==> src/ogdd_pkg.sv <==
// Shared types, codes and the disk half-width table for the occupancy grid dilation block.
`default_nettype none

package ogdd_pkg;

  localparam int FIELD_W    = 10;
  localparam int EXT_W      = 11;
  localparam int DY_W       = 5;
  localparam int RAD_W      = 4;
  localparam int CMD_W      = 2;
  localparam int IN_DATA_W  = 40;
  localparam int OUT_DATA_W = 8;

  localparam logic [RAD_W-1:0] DISK_RADIUS_RST = 4'd2;

  localparam logic [CMD_W-1:0] CMD_CLEAR = 2'd0;
  localparam logic [CMD_W-1:0] CMD_POINT = 2'd1;
  localparam logic [CMD_W-1:0] CMD_RECT  = 2'd2;
  localparam logic [CMD_W-1:0] CMD_QUERY = 2'd3;

  typedef enum logic [2:0] {
    ST_IDLE,
    ST_SWEEP,
    ST_FLUSH,
    ST_QREAD,
    ST_QWAIT
  } state_t;

  typedef struct packed {
    logic load;
    logic clear;
    logic step;
    logic qread;
    logic qcapture;
  } dp_cmd_t;

  typedef struct packed {
    logic run_empty;
    logic run_last;
    logic out_busy;
  } dp_sts_t;

  // half width of the disk row at distance d from the center, indexed {r, d}
  typedef logic [RAD_W-1:0] half_tab_t [256];

  function automatic half_tab_t build_half_tab();
    half_tab_t t;
    for (int r = 0; r < 16; r++) begin
      for (int d = 0; d < 16; d++) begin
        t[r*16+d] = '0;
        for (int w = 0; w < 16; w++) begin
          if (w*w + d*d <= r*r) t[r*16+d] = RAD_W'(w);
        end
      end
    end
    return t;
  endfunction

  localparam half_tab_t HALF_W = build_half_tab();

endpackage

`default_nettype wire

==> src/ogdd_ctrl.sv <==
// Command sequencer for the occupancy grid: accepts beats and drives the row sweep.
`default_nettype none

module ogdd_ctrl (
  input  logic                    clk,
  input  logic                    rst,
  input  logic                    in_valid,
  input  logic [1:0]              in_cmd,
  output logic                    in_ready,
  output ogdd_pkg::dp_cmd_t       cmd,
  input  ogdd_pkg::dp_sts_t       sts
);
  import ogdd_pkg::*;

  state_t state, state_next;

  always_ff @(posedge clk) begin
    if (rst) begin
      state <= ST_IDLE;
    end else begin
      state <= state_next;
    end
  end

  always_comb begin
    state_next = state;
    unique case (state)
      ST_IDLE: begin
        if (in_valid) begin
          unique case (in_cmd) inside
            CMD_POINT, CMD_RECT: state_next = sts.run_empty ? ST_IDLE : ST_SWEEP;
            CMD_QUERY:           state_next = ST_QREAD;
            default:             state_next = ST_IDLE;
          endcase
        end
      end
      ST_SWEEP: begin
        if (sts.run_last) state_next = ST_FLUSH;
      end
      ST_FLUSH: state_next = ST_IDLE;
      ST_QREAD: state_next = ST_QWAIT;
      ST_QWAIT: begin
        if (!sts.out_busy) state_next = ST_IDLE;
      end
      default: state_next = ST_IDLE;
    endcase
  end

  always_comb begin
    in_ready     = 1'b0;
    cmd          = '0;
    unique case (state)
      ST_IDLE: begin
        in_ready  = 1'b1;
        cmd.load  = in_valid && (in_cmd != CMD_CLEAR);
        cmd.clear = in_valid && (in_cmd == CMD_CLEAR);
      end
      ST_SWEEP: cmd.step = 1'b1;
      ST_FLUSH: ;
      ST_QREAD: cmd.qread = 1'b1;
      ST_QWAIT: cmd.qcapture = !sts.out_busy;
      default: ;
    endcase
  end

endmodule

`default_nettype wire

==> config.mk <==
export PLATFORM = sky130hd
export DESIGN_NAME = ogdd_ctrl
export DESIGN_NICKNAME = d
export VERILOG_FILES = /design/src/ogdd_pkg.sv /design/src/ogdd_ctrl.sv
export SDC_FILE = /design/constraint.sdc
export NUM_CORES = 1
export LEC_CHECK = 0
export ABC_AREA = 1
export BUFFER_PORTS_ARGS = -buffer_cell sky130_fd_sc_hd__clkbuf_2
export CAP_MARGIN = 10
export CORE_AREA = 2 2 39 41
export CTS_CLUSTER_DIAMETER = 80
export CTS_CLUSTER_SIZE = 10
export DETAILED_ROUTE_END_ITERATION = 10
export DIE_AREA = 0 0 41 43
export PLACE_DENSITY_LB_ADDON = 0.12
export REMOVE_ABC_BUFFERS = 1
export SYNTH_ARGS = -nofsm -noshare
export SYNTH_HDL_FRONTEND = slang
export SYNTH_SLANG_ARGS = --single-unit
==> constraint.sdc <==
create_clock -name clk -period 1.2 [get_ports clk]
set_clock_uncertainty 0.2 [all_clocks]
set_input_delay 0.12 -clock clk [delete_from_list [all_inputs] [get_ports clk]]
set_output_delay 0.12 -clock clk [all_outputs]
set_load 0.005 [all_outputs]
==> metrics, run 1 <==
status finished, violations left; violated checks negative setup slack; DRT iter0 DRCs 2; vias per inst 3.976; residual DRC count 0; Starting Density a little under a fifth; fmax 0.7077 GHz; Lkg Pwr 0.2915 nW; share of the synthesized area in the top cell type 22.64%; first-pass GRT wire length 1035 µm; CP Data Required Time 0.88 ns; global route total overflow 0; Rows 14; final std cells w/o fill 84; Commonest cells post-synth inv_1 (8), nand3_1 (5), nor2_1 (5); HPWL Detailed 502.6 µm; initial antenna violation count 0; cell count after synthesis 39; min-delay worst type in -> reg; flops & latches, synth 3; I/O pin cnt 14; RSZ-0062 raised after global routing true; max cap viols 0; Max VDD drop 286.1 µV; top-count cell post-synth inv_1; DRT Pass-1 Iters 2; largest net degree at the start of global routing 6; Nets 80; Max clock buf depth 2; Slew @ Worst Pin 0.1817 ns; # port buffers 13; Vias 334; die height around 43 µm; CTS tree built; final hold violation count 0; routability cong. 0.6152; fin. max-slew vios 0; Total Routed Length about 680 µm; Cell Area, Synth 265.3 µm²; biggest regs state: 3 flops; PD cells 1061 nW/µm²; latest clock arrival within the worst-skew pair 0.23 ns; share of post-route cells with drive strength above 1 between 60% and 70%; final critical-path share of the clock period 117.7%; Async SR Flop Fraction 0%; max FFs per register 3; Area Growth Syn to Fin 98.59%; Die Wd between 40 and 50 µm; CTS Sinks 3; Max H-tree Level 1; Final setup viols 8; Power Total ~560 µW; Num CTS Buffers 3; Fin Setup TNS -1.015 ns; worst rel slew slack 87.79%; Mean Syn Cell Area ~6.8 µm²; critical path class reg -> out; Inserted Diodes 0; cell taking the most area after synthesis dfxtp_1; drt wl/cell 8.107 µm; Ys Warns 0; Synth area leaders dfxtp_1 (23%), ha_1 (14%), inv_1 (11%); post-synthesis cell type count 16; Main synth FF type dfxtp_1; Seq/Total Area, Yosys 22.64%; global-route usage over all layers 8.918%; Clock transition at path regs 0.04 ns; fill count 155; CTS root buffer clkbuf_4; count of flip-flops with a built-in enable after synthesis 0; Die ar. about 1800 µm²; Top reg by flops state; placed cell count 75; Arrival @ worst endpoint around 1.1 ns; Worst Path Max Fanout 5; Routed Antenna Nets 0; CP endpoint kind primary output; Setup crit start kind flip-flop; core region area approximately 1400 µm²; final setup margin -0.2130 ns; Period minus WS final about 1.4 ns; vias in the first global route between 200 and 300
[critical path: stages (launching register included)]
cell and delay [ns]:
dfxtp_4 0.36, buf_6 0.12, nor4_2 0.24, buf_2 0.15
[kinds of logic (layout without fill, tap and decap cells)]
logic type               Yosys count  after routing  share of synthesized area, %
AND/OR/NAND/NOR                   17             17                         34.90
buffers and inverters             12             41                         19.81
flip-flops                         3              3                         22.64
AO/OA/AOI/OAI                      4              4                         8.490
adder cells (fa/ha/maj)            3              3                         14.15
[area by class of cell]
| class | count | area [µm²] | share of cell area [%] |
|---|---|---|---|
| Tap cell | 16 | 20.02 | 3.800 |
| Inverter | 11 | 41.29 | 7.838 |
| Timing Repair Buffer | 26 | 176.4 | 33.49 |
| Multi-Input combinational cell | 24 | 193.9 | 36.82 |
| Clock buffer | 4 | 26.28 | 4.988 |
| Sequential cell | 3 | 68.82 | 13.06 |
[worst paths after layout]
check | start | end | slack (ns) | cells past startpoint
setup / recovery | state[0] | cmd[3] | -0.21 | 3
hold reg to reg | state[1] | state[2] | 0.36 | 2
hold / removal | sts[1] | state[1] | 0.08 | 5
setup reg to reg | state[1] | state[0] | -0.17 | 7
[where the power goes]
| part | internal [mW] | switching [mW] |
|---|---|---|
| Sequential | 0.114 | 0.0197 |
| Combinational | 0.141 | 0.107 |
| Clock | 0.125 | 0.0530 |
| Total | 0.380 | 0.179 |
[cell usage in the layout, fill, tap and decap left out, drive strengths merged]
cell / synthesis / final
inv: 11 / 11
nor2: 7 / 7
clkbuf: 0 / 12
nor4: 2 / 2
ha: 3 / 3
dlygate4sd3: 0 / 1
nand3: 6 / 6
o21ai: 1 / 1
dfxtp: 3 / 3
a21oi: 2 / 2
o21bai: 1 / 1
nor3: 1 / 1
buf: 1 / 17
nand2: 1 / 1
[repair_timing]
item	in CTS	in global routing
endpoints found under the hold margin	3	0
endpoints found under the setup margin	7	8
pin swaps	2	5
hold buffers	1	0
setup buffers	2	2
resized for setup	8	13
[layer usage]
layer	track usage, %	share of wire [%]
met3	3.141	4.8
met1	9.904	44
met2	12.50	51
met5	0	0
met4	8.000	0
[stage by stage]
stage / instance area [µm²] / hold slack, ns / setup slack (ns) / util [%]
final: 526.8 / 0.08397 / -0.2130 / 38.07
after CTS: 478.0 / 0.07147 / -0.2361 / 34.54
after global routing: 526.8 / 0.1122 / -0.2477 / 38.07
after detailed placement: 399.1 / 0.1258 / -0.05950 / 28.84
after floorplan: 254.0 / -0.01093 / 0.04185 / -
after global placement: 399.1 / 0.1257 / -0.03754 / 28.84
No activity file was read; power rests on OpenSTA's default activity.
==> run 2: changes to the inputs <==
ABC_AREA = not set   (was 1)
CTS_BUF_LIST = sky130_fd_sc_hd__clkbuf_8   (was not set)
==> run 2 against run 1 <==
Effect of this change:
- the run still ends with negative setup slack left
- first-iteration DRC count is 100% higher
- non-clock buffer count is 4 lower
- worst setup slack better by 0.063 ns
- flip-flop and latch count stayed put
- global-route usage is 0.44 points higher
- sequential share of layout area is 0.080 points higher
- clock power is 57% higher
- hold slack worse by 0.068 ns
- via count is 13% lower
- fmax is 4.7% higher
- critical path type unchanged
==> metrics, run 2 <==
status finished, violations left; violated checks negative setup slack; fmax 0.7410 GHz; PD cells 1000 nW/µm²; Num CTS Buffers 3; max FFs per register 3; Slew @ Worst Pin 0.1691 ns; Max clock buf depth 2; Commonest cells post-synth dfxtp_1 (3), ha_1 (3), nor2_1 (3); first-pass GRT wire length roughly 1000 µm; DRT iter0 DRCs 4; CTS root buffer clkbuf_8; Mean Syn Cell Area roughly 8.1 µm²; flops & latches, synth 3; Cell Area, Synth ~220 µm²; global route total overflow 0; DRT Pass-1 Iters 4; Die ar. 1763 µm²; XOR/XNOR Fraction of Synth Area 0%; cell count after synthesis 27; CP Data Required Time approximately 0.88 ns; min-delay worst type in -> reg; final hold violation count 0; Period minus WS final 1.349 ns; die height about 43 µm; Lkg Pwr 0.2412 nW; Final setup viols 7; initial antenna violation count 0; Top reg by flops state; count of flip-flops with a built-in enable after synthesis 0; worst rel slew slack 88.70%; simple logic cell fraction of the synthesized area 41.95%; CP endpoint kind primary output; fin. max-slew vios 0; Max H-tree Level 1; residual DRC count 0; Max VDD drop 301.6 µV; Inserted Diodes 0; worst-case reg-to-reg path depth 4; vias in the first global route ~270; Hold WS between 0.015 and 0.02 ns; Async SR Flop Fraction 0%; I/O pin cnt 14; drt wl/cell 9.275 µm; HPWL Detailed 510.1 µm; Total Routed Length approximately 640 µm; share of the synthesized area in the top cell type 27.59%; Vias 290; critical path class reg -> out; CTS Sinks 3; Clock transition at path regs 0.03 ns; Ys Warns 0; main combinational cell family by area after synthesis simple AND/OR/NAND/NOR gates; latest clock arrival within the worst-skew pair 0.21 ns; Synth Area in Compound Gates about a tenth; # port buffers 13; Arrival @ worst endpoint 1.03 ns; final setup margin -0.1495 ns; Area Growth Syn to Fin 123.0%; core region area around 1400 µm²; largest net degree at the start of global routing 7; Starting Density 15.73%; Fin Setup TNS -0.6891 ns; routability cong. ~0.66; mux contribution to synthesized area 0%; most common cell after layout, fill and taps aside clkbuf_2; Worst Path Max Fanout 4; Routed Antenna Nets 0; share of post-route cells with drive strength above 1 between 60 and 70%; CTS tree built; Die Wd approximately 41 µm; Seq/Total Area, Yosys 27.59%; Synth area leaders dfxtp_1 (28%), ha_1 (17%), nor3b_1 (6.9%); vias per inst 4.203; Worst Hold Path Cells 3; RSZ-0062 raised after global routing true; cell taking the most area after synthesis dfxtp_1; Setup crit start kind flip-flop; final critical-path share of the clock period 112.5%; Adder-Cell Fraction of Synth Area 17.24%; Main synth FF type dfxtp_1; postcts setup bufs 0; biggest regs state: 3 flops; max cap viols 0; post-synthesis cell type count 17; most frequent cells in the layout clkbuf_2 (8), buf_4 (5), buf_6 (4); global-route usage over all layers about a tenth; Rows 14; Nets 65
==> run 2: changes by cell type in the layout (fill, tap and decap cells not counted), sizes merged, moves of 2 or more <==
cell / before / now
inv: 11 / 3
nor4: 2 / 0
nor3b: 0 / 2
nand3: 6 / 0
nor2: 7 / 3
buf: 17 / 11
dlygate4sd3: 1 / 3
==> run 2: stage by stage <==
stage | std cells | total power, mW | util [%] | setup slack (ns) | area [µm²]
6_report | 69 | 0.4855 | 35.08 | -0.1495 | 485.5
5_1_grt | 69 | 0.5204 | 35.08 | -0.2216 | 485.5
2_1_floorplan | 27 | 0.1370 | - | 0.02610 | 217.7
4_1_cts | 69 | 0.4928 | 33.45 | -0.1666 | 462.9
3_5_place_dp | 62 | 0.1828 | 25.14 | -0.03739 | 347.8
3_3_place_gp | 62 | 0.1807 | 25.14 | -0.03296 | 347.8
==> run 2: where the power goes <==
part / internal [mW] / switching [mW] / leakage [nW]
Combinational: 0.0589 / 0.0361 / 0.189
Clock: 0.217 / 0.0620 / 0.0269
Sequential: 0.105 / 0.00619 / 0.0258
Total: 0.381 / 0.104 / 0.241
==> run 2: timing repair <==
item,4_1_cts,5_1_grt
pin swaps,4,1
endpoints found under the setup margin,7,9
resized for setup,12,6
hold buffers,3,0
hold endpoints to repair,3,0
==> run 2: worst max-delay path: stages, from the launching register on <==
cell and delay, ns:
dfxtp_2 0.32, buf_4 0.15, and3b_2 0.25, buf_6 0.10
==> run 2: worst paths after layout <==
| kind | start | to | slack (ns) |
|---|---|---|---|
| worst max-delay path | state[2] | cmd[1] | -0.15 |
| worst min-delay path | rst | state[1] | 0.02 |
| worst max register to register | state[2] | state[2] | -0.02 |
| worst min register to register | state[2] | state[1] | 0.38 |
==> run 2: layer usage <==
metal | vias up | GRT usage [%] | wire, µm
met5 | - | 0 | 0
met4 | 0 | 10.00 | 14
met3 | 2 | 3.141 | 48
met2 | 11 | 12.19 | 337
met1 | 128 | 10.68 | 240
li1 | 149 | - | -
==> run 2: cell type report <==
type / instances / area [µm²]
sequential: 3 / 63.81
multi-input combinational: 22 / 186.4
tap: 16 / 20.02
clock inverter: 1 / 3.754
clock buffer: 3 / 41.29
inverter: 2 / 7.507
timing repair buffer: 22 / 162.7
fill: 160 / 898.4
==> run 2: logic make-up (layout without fill, tap and decap cells) <==
group / count (synthesis) / count (layout)
AND/OR/NAND/NOR: 15 / 15
buffers and inverters: 2 / 28
AO/OA/AOI/OAI: 4 / 4
flip-flops: 3 / 3
adder cells (fa/ha/maj): 3 / 3
